==> config.mk <==
export PLATFORM = sky130hd
export DESIGN_NAME = sclc_front
export DESIGN_NICKNAME = d
export VERILOG_FILES = /design/src/hdl/sclc_pkg.sv /design/src/hdl/sclc_front.sv
export SDC_FILE = /design/constraint.sdc
export NUM_CORES = 1
export LEC_CHECK = 0
export BUFFER_PORTS_ARGS = -buffer_cell sky130_fd_sc_hd__buf_2
export CORE_MARGIN = 2
export CORE_UTILIZATION = 35
export DETAILED_ROUTE_END_ITERATION = 10
export PLACE_DENSITY = 0.59
export SLEW_MARGIN = 0
export SYNTH_ARGS = -nofsm -noshare
export SYNTH_HDL_FRONTEND = slang
export SYNTH_SLANG_ARGS = --single-unit
==> constraint.sdc <==
create_clock -name i_clk -period 4.4 [get_ports i_clk]
set_input_delay 0.22 -clock i_clk [delete_from_list [all_inputs] [get_ports i_clk]]
set_output_delay 0.22 -clock i_clk [all_outputs]
set_load 0.005 [all_outputs]
==> src/hdl/sclc_pkg.sv <==
package sclc_pkg;

    localparam int ENTRIES = 64;
    localparam int IDX_W = $clog2(ENTRIES);
    localparam int SLOT_W = 6;
    localparam int MAX_RES = 64;
    localparam int RCNT_W = $clog2(MAX_RES + 1);
    localparam int PIN_W = 8;
    localparam logic [PIN_W-1:0] PIN_MAX = '1;

    typedef enum logic [1:0] {
        CMD_GET   = 2'd0,
        CMD_REL   = 2'd1,
        CMD_PROBE = 2'd2,
        CMD_SWEEP = 2'd3
    } t_cmd;

    typedef enum logic [1:0] {
        ST_OK          = 2'd0,
        ST_NO_VICTIM   = 2'd1,
        ST_BAD_RELEASE = 2'd2,
        ST_PIN_OVF     = 2'd3
    } t_status;

    typedef enum logic [2:0] {
        S_IDLE,
        S_SCAN,
        S_FINISH,
        S_SWEEP,
        S_EMPTY
    } t_state;

    typedef struct packed {
        t_cmd        cmd;
        logic [31:0] sector;
        logic        wr;
    } t_req;

    typedef struct packed {
        logic              hit;
        logic [SLOT_W-1:0] slot;
        logic              fetch_needed;
        logic              evicted;
        logic [31:0]       victim_sector;
        logic              victim_dirty;
        logic [31:0]       sweep_sector;
        logic              sweep_valid;
        logic              last;
        logic [1:0]        status;
    } t_res;

    typedef struct packed {
        logic [31:0]      tag;
        logic [31:0]      stamp;
        logic [PIN_W-1:0] pins;
    } t_entry;

    localparam int ENTRY_W = $bits(t_entry);

    function automatic logic [SLOT_W-1:0] to_slot(input logic [IDX_W-1:0] idx);
        logic [IDX_W+SLOT_W-1:0] ext;
        ext = {{SLOT_W{1'b0}}, idx};
        return ext[SLOT_W-1:0];
    endfunction

endpackage

==> src/hdl/sclc_front.sv <==
module sclc_front (
    input  logic              i_clk,
    input  logic              i_rst_n,
    input  logic              i_valid,
    output logic              o_stall,
    input  logic [1:0]        i_cmd,
    input  logic [31:0]       i_sector,
    input  logic              i_write_flag,
    output logic              o_req_valid,
    output sclc_pkg::t_req    o_req,
    input  logic              i_req_pop
);

    sclc_pkg::t_req r_q [2];
    logic           r_wp, r_rp;
    logic [1:0]     r_cnt;
    logic           push;
    logic           pop;
    sclc_pkg::t_req req_in;

    always_comb begin
        req_in.cmd    = sclc_pkg::t_cmd'(i_cmd);
        req_in.sector = i_sector;
        req_in.wr     = i_write_flag && (req_in.cmd == sclc_pkg::CMD_GET);
    end

    assign o_stall     = (r_cnt == 2'd2);
    assign push        = i_valid && !o_stall;
    assign o_req_valid = (r_cnt != 2'd0);
    assign o_req       = r_q[r_rp];
    assign pop         = i_req_pop && o_req_valid;

    always_ff @(posedge i_clk) begin
        if (!i_rst_n) begin
            r_wp  <= 1'b0;
            r_rp  <= 1'b0;
            r_cnt <= 2'd0;
        end else begin
            if (push) begin
                r_wp <= !r_wp;
            end
            if (pop) begin
                r_rp <= !r_rp;
            end
            r_cnt <= r_cnt + {1'b0, push} - {1'b0, pop};
        end
        if (push) begin
            r_q[r_wp] <= req_in;
        end
    end

endmodule

* Word level (Yosys, flattened, before mapping) *
Memory sizes are Yosys's and may differ from the RTL's. A register that Yosys moved wholly into a read port is not among the register bits.
Cells that the tools add are included.
Widths: inputs -> output; s select.

operators by class
  add/sub/neg operators = 2
  multiply operators = 0
  div/mod/pow operators = 0
  order comparisons = 0
  eq/ne operators = 1
  shifts and indexed selects = 0
  muxes and demuxes = 4
  bitwise operators = 0
  reduce and logical (&&, ||, !) cells = 8

operator list
  cell                count
  $mux 1              4
  $logic_and 1x1->1   3
  $logic_not 1->1     3
  $add 2x1->2         1
  $eq 2x2->1 const B  1
  $logic_not 2->1     1
  $reduce_bool 2->1   1
  $sub 2x1->2         1

word-level totals
  bits in registers = 4
  latch bits = 0
  bits in writable memories = 70
  bits in read-only memories = 0
  bits of input ports = 39
  output and inout port bits = 37
  logic and storage cells = 19
  memories kept = 1

memories
  name  depth  bits a word  read ports  clocked after Yosys merged registers in  wr ports  RTL line          RTL
  r_q   2      35           1           1                                        1         sclc_front.sv:14  sclc_pkg::t_req r_q [2];

* Depth between registers and ports, before layout *
Gate-level depths: netlist of the first run.

  depth after elaboration = 5
  gate-level depth with buffers = 8
  gate-level depth less buffers = 8

* Least setup slack after synthesis of the first run *
OpenSTA, ideal clock, no wires.

  kind = reg2reg
  start point = register r_cnt[0]
  end point = memory r_q[0][0] (netlist name), enable pin
  setup time = 427 ps
  arrival = 2059 ps
  data required time = 3973 ps
  slack = 1914 ps
  stages on the path, launching flop included = 4
  path buffers = 0
  clock period less this slack = 2486 ps
  cells stage by stage = dfxtp_1 > nand2b_1 > nand2_1 > nor2_1

on the way
  cells in the longest elaborated chain, start to end = 5

RTL lines
  element                       RTL line          RTL
  from (decl)                   sclc_front.sv:16  logic [1:0] r_cnt;
  from (signal assigned)        sclc_front.sv:45  r_cnt <= r_cnt + {1'b0, push} - {1'b0, pop};
  $eq 2x2->1                    sclc_front.sv:27  assign o_stall = (r_cnt == 2'd2);
  $logic_not 1->1               sclc_front.sv:28  assign push = i_valid && !o_stall;
  $logic_and 1x1->1             sclc_front.sv:28
  $mux 1                        sclc_front.sv:47  if (push) begin
  $mux 1 (implied by the code)  sclc_front.sv:48  r_q[r_wp] <= req_in;
  to (decl)                     sclc_front.sv:14

No other way between the ends.

==> run summary, run 1 <==
RR Endpoint -> r_q[0][0]
post-route insts no fill -> 330
CTS Buffer Depth -> 2
worst hold path depth -> 1
worst r2r src -> r_cnt[0]
vias in the first global route -> 1472
reg-to-reg slack, setup -> 2.51 ns
GR Overflow Total -> 0
CP endpoint -> o_req[3]
Pleak -> 1.394 nW
initial core utilization -> 35.92%
clk_lat worst skew -> 0.33 ns
Num CTS Buffers -> 9
post-synth cell types -> 19
Die H -> 95.37 um
critical path capture point type -> output pin
# IOs -> 76
WP buf/inv -> 1
post-route cell area -> 3525 um^2
critical path arrival -> 1.99 ns
TritonCTS clock tree -> built
postcts setup bufs -> 0
# setup viols final -> 0
CP startpoint kind -> register
CTS clock-pin slew for the worst setup and hold paths -> 0.08 ns
DRC errors left -> 0
Peak VDD IR -> 0.2089 mV
syn nets -> 177
via count -> 1429
share of post-route cells with drive strength above 1 -> 56.05%
# placed instances -> 312
sequential share of the synthesized area -> 75.37%
first-pass GRT wire length -> 7196 um
RD Place Congestion -> 0.6715
Tmin final -> 2.212 ns
Final Max Tran Viols -> 0
max cap viols -> 0
clk sinks -> 75
critical path class -> register to output pin
largest net degree at the start of global routing -> 36
Synth top area share -> 71.95%
Tightest Hold Check Type -> input pin to register
Initial DRC Count -> 61
Power Dens Cells -> 522.6 nW/um^2
Final Hold Slack -> 0.07431 ns
DR vias/cell -> 4.330
Worst path max stage delay -> 1.10 ns
wire per inst -> 14.27 um
CTS HTree Levels -> 3
Max Fclk -> 0.4521 GHz
slowest stage cell on the critical path -> dfxtp_2
cell area after technology mapping -> 2922 um^2
Placed Area -> 3367 um^2
Worst slew margin -> 22.47%
final hold vios -> 0
std cell rows -> 33
DRT antenna net count -> 0
DP HPWL -> 2974 um
hold-fix buffer count after cts -> 0
synthesized instance count -> 136
Worst Skew -> 0.008868 ns
Seq cells post-synth -> 75
CTS-repair resized insts -> 0
Die Area -> 9094 um^2
Syn Area/Cell -> 21.48 um^2
CP Max Fanout -> 35
synth-to-layout area growth -> 20.64%
clock root buffer -> clkbuf_8
CP required -> 4.18 ns
outcome -> finished clean
worst-path cell chain -> mux2_2 > buf_2
cell count along the critical path -> 2
# nets final -> 259
die width -> 95.37 um
gr usage total -> 10.87%
Worst-Margin Slew -> 1.163 ns
setup TNS -> 0 ns
CORE AREA -> 8134 um^2
routed wire length -> 4708 um
RSZ-0062 raised after global routing -> no
yosys synthesis warning count -> 0
# port buffers -> 75
crit-path leading delay family -> flip-flops
FF-to-FF path depth -> 3
synth top area cells -> edfxtp_1 (72%), mux2_4 (15%), dfxtp_1 (3.4%)
drt first pass iters -> 4
antenna violations before repair -> 2
largest area contributor in the netlist -> edfxtp_1
Final period util -> 50.27%
## worst min path at each step
| stage | from | slack, ns | to |
|---|---|---|---|
| floorplan | i_sector[9] | 0.32 | r_q[0][10] |
| CTS | i_sector[28] | 0.05 | r_q[1][29] |
| detailed placement | i_sector[28] | 0.41 | r_q[1][29] |
| finish | i_sector[28] | 0.07 | r_q[1][29] |
| global placement | i_sector[29] | 0.41 | r_q[0][30] |
| global route | i_sector[28] | 0.05 | r_q[1][29] |
## sequential cells by signal, summed over array words and instances (netlist names), named ones only
name / cells
r_wp: 1
r_rp: 1
r_cnt: 2
r_q: 70
## layout by cell type, fill, tap and decap left out, drive strengths merged
cell	netlist	routed
buf	4	75
edfxtp	70	70
mux2	35	35
clkbuf	0	12
dfxtp	5	5
nor2	4	4
clkinv	0	4
inv	3	3
diode	0	2
nand2b	2	2
nand2	2	2
xnor2	2	2
ha	2	2
o21a	1	1
or2	1	1
nor3b	1	1
and3	1	1
and2	1	1
mux2i	1	1
xor2	1	1
## kinds of logic (layout without fill, tap and decap cells)
logic type	Yosys count	count (layout)	share of synthesized area, %
adders and majority gates	2	2	0.8564
AOI/OAI and AO/OA	1	1	0.2571
muxes	36	36	17.69
DFF	75	75	75.38
buffers and inverters	7	94	2.827
xor gates and xnor gates	3	3	0.8995
and+or+nand+nor	12	12	2.099
other	0	2	0
## area by class of cell
| class | count | area (um^2) |
|---|---|---|
| Antenna cell | 2 | 5.005 |
| Clock buffer | 12 | 135.1 |
| Clock inverter | 4 | 17.52 |
| Fill cell | 740 | 4609 |
| Inverter | 3 | 11.26 |
| Multi-Input combinational cell | 54 | 645.6 |
| Sequential cell | 75 | 2203 |
| Tap cell | 105 | 131.4 |
| Timing Repair Buffer | 75 | 375.4 |
## through the flow
step	power [mW]	util, %	worst slack [ns]
global route	1.946	43.27	2.062
floorplan	1.303	-	1.914
global placement	1.436	41.39	2.510
CTS	1.876	43.27	2.100
finish	1.842	43.33	2.188
detailed placement	1.446	41.39	2.456
## where the power goes
group | switching (mW) | internal, mW
logic | 0.162 | 0.269
registers | 0.0844 | 0.900
clock network | 0.227 | 0.200
## layer usage
layer,GRT usage [%],part of all wire [%]
met1,12.57,44
met2,17.72,48
met3,4.269,8.1
met4,5.072,0.28
met5,0,0
## cells in the mapped netlist
| library cell | instances |
|---|---|
| nand2b_1 | 2 |
| inv_1 | 3 |
| and3_1 | 1 |
| mux2i_1 | 1 |
| buf_6 | 1 |
| buf_12 | 3 |
| xnor2_1 | 2 |
| edfxtp_1 | 70 |
| xor2_1 | 1 |
| nor2_1 | 4 |
| ha_1 | 2 |
| nand2_1 | 2 |
| and2_1 | 1 |
| or2_2 | 1 |
| mux2_2 | 5 |
| o21a_1 | 1 |
| dfxtp_1 | 5 |
| mux2_4 | 30 |
| nor3b_1 | 1 |
No activity file was read; power rests on OpenSTA's default activity.
==> run 2: changes to the inputs <==
--- a/config.mk
+++ b/config.mk
@@ -9,7 +9,7 @@
 export CORE_MARGIN = 2
 export CORE_UTILIZATION = 35
 export DETAILED_ROUTE_END_ITERATION = 10
-export PLACE_DENSITY = 0.59
+export PLACE_DENSITY = 0.61
 export SLEW_MARGIN = 0
 export SYNTH_ARGS = -nofsm -noshare
 export SYNTH_HDL_FRONTEND = slang
==> constraint.sdc (replaced) <==
create_clock -name i_clk -period 1.8 [get_ports i_clk]
set_input_delay 0.09 -clock i_clk [delete_from_list [all_inputs] [get_ports i_clk]]
set_output_delay 0.09 -clock i_clk [all_outputs]
set_load 0.005 [all_outputs]
==> run 2 against run 1 <==
Compared with the run above: routed wire length is 5.1% higher; clock-buffer cell count is 1 lower; final area is 12% higher; register-to-register slack worse by 2.3 ns; clock power grew to 2.8 times the previous value; largest cell class unchanged.
==> run summary, run 2 (synthesized netlist as in run 1, its figures left out) <==
routed wire length -> 4950 um
RSZ-0062 raised after global routing -> no
Tightest Hold Check Type -> input pin to register
top flop regs -> r_q x70, r_cnt x2
FF-to-FF path depth -> 8
std cell rows -> 33
combinational share of power -> 27.1%
post-route cell area -> 3955 um^2
CTS Buffer Depth -> 2
wire per inst -> 13.45 um
TritonCTS clock tree -> built
CTS clock-pin slew for the worst setup and hold paths -> 0.07 ns
hold endpoint -> r_wp
largest net degree at the start of global routing -> 32
reg-to-reg slack, setup -> 0.20 ns
RR Endpoint -> r_cnt[1]
Max Fclk -> 0.6207 GHz
critical path arrival -> 1.52 ns
Tmin final -> 1.611 ns
# port buffers -> 75
Placed Area -> 3417 um^2
CP Max Fanout -> 21
# diodes -> 0
Worst-Margin Slew -> 0.3758 ns
Worst slew margin -> 74.95%
Die Area -> 9094 um^2
Psw -> 1.205 mW
outcome -> finished clean
Peak VDD IR -> 0.6003 mV
initial core utilization -> 35.92%
worst r2r src -> r_cnt[0]
# IOs -> 76
DRC errors left -> 0
slowest stage cell on the critical path -> mux2_2
DP HPWL -> 3180 um
gr usage total -> 11.31%
worst-path cell chain -> buf_4 > mux2_2 > buf_2
share of post-route cells with drive strength above 1 -> 50.57%
hold path startpoint -> i_valid
CP startpoint kind -> register
DRT antenna net count -> 0
clk_lat worst skew -> 0.33 ns
Final Max Tran Viols -> 0
clk sinks -> 75
CTS HTree Levels -> 3
vias in the first global route -> 1675
GR Overflow Total -> 0
final hold vios -> 0
Initial DRC Count -> 48
synth-to-layout area growth -> 35.37%
Sw Ratio -> 25.26%
Power Dens Cells -> 1206 nW/um^2
Die H -> 95.37 um
first-pass GRT wire length -> 7527 um
Worst Skew -> 0.003948 ns
Final period util -> 89.51%
via count -> 1593
die width -> 95.37 um
antenna violations before repair -> 0
drt first pass iters -> 4
Pleak -> 1.577 nW
Reg with most FFs -> r_q
commonest cells after routing, fill and taps aside -> buf_2 (75), edfxtp_1 (70), dlygate4sd3_1 (35), mux2_4 (30), clkbuf_8 (9)
Clk pwr share -> 25.4%
CP required -> 1.71 ns
critical path capture point type -> output pin
Worst path max stage delay -> 0.38 ns
RD Place Congestion -> 0.7118
Largest register FFs -> 70
worst hold path depth -> 3
# setup viols final -> 0
setup TNS -> 0 ns
final core occ -> 48.62%
critical path class -> register to output pin
sequential fraction of design power -> 47.5%
max cap viols -> 0
DR vias/cell -> 4.329
Num CTS Buffers -> 9
internal power -> 3.564 mW
clock root buffer -> clkbuf_8
CORE AREA -> 8134 um^2
# nets final -> 299
commonest non-fill, non-tap cell in the layout -> buf_2
postcts setup bufs -> 0
-- run 2: cell count changes in the layout (fill, tap and decap cells not counted), moves of 2 or more --
cell / delta
dlygate4sd3_1: +35
buf_4: +4
clkinvlp_4: +2
diode_2: -2
-- run 2: final cells by class --
| class | count | area (um^2) |
|---|---|---|
| Clock buffer | 11 | 131.4 |
| Sequential cell | 75 | 2203 |
| Tap cell | 105 | 131.4 |
| Timing Repair Buffer | 115 | 775.7 |
| Clock inverter | 5 | 53.80 |
| Multi-Input combinational cell | 54 | 648.1 |
| Inverter | 3 | 11.26 |
| Fill cell | 717 | 4179 |
-- run 2: timing repair --
action / 4_1_cts / 5_1_grt
endpoints found under the setup margin: 0 / 1
hold buffers: 35 / 0
resized for setup: 0 / 1
endpoints found under the hold margin: 69 / 0
-- run 2: critical path, delay by kind of cell, from the launching register on --
family | cells | cell delay (ns)
mux | 1 | 0.38
flops | 1 | 0.33
buf+inv | 2 | 0.46
-- run 2: worst max-delay path by stage --
stage           endpoint     start  cells past startpoint  slack (ns)
3_5_place_dp    r_cnt[1]  r_cnt[0]                      8        0.15
4_1_cts         r_cnt[1]  r_cnt[0]                      8        0.13
3_3_place_gp    r_cnt[1]  r_cnt[0]                      8        0.23
2_1_floorplan  r_q[1][0]  r_cnt[0]                      2        0.02
5_1_grt         r_cnt[1]  r_cnt[0]                      8       0.002
6_report       o_req[34]  register                      3        0.19
-- run 2: metrics by stage --
step | std cells | hold slack [ns] | power, mW | setup slack [ns]
floorplan | 136 | 0.1889 | 3.187 | 0.01904
global placement | 317 | 0.2775 | 3.552 | 0.2317
detailed placement | 317 | 0.2810 | 3.569 | 0.1469
CTS | 368 | 0.1403 | 4.845 | 0.1323
global route | 368 | 0.1110 | 5.044 | 0.002068
finish | 368 | 0.09728 | 4.769 | 0.1888
-- run 2: routing by layer --
layer	track usage, %	part of all wire, %
met2	20.31	52
met1	12.30	41
met4	5.193	1.6
met5	0	0
met3	3.162	5.5
-- run 2: power by group through the flow --
stage               clock network (mW)  registers [mW]  logic (mW)
floorplan                            0            2.29       0.897
global placement                     0            2.29        1.26
detailed placement                   0            2.31        1.26
CTS                               1.25            2.27        1.33
global route                      1.33            2.29        1.43
finish                            1.21            2.27        1.29
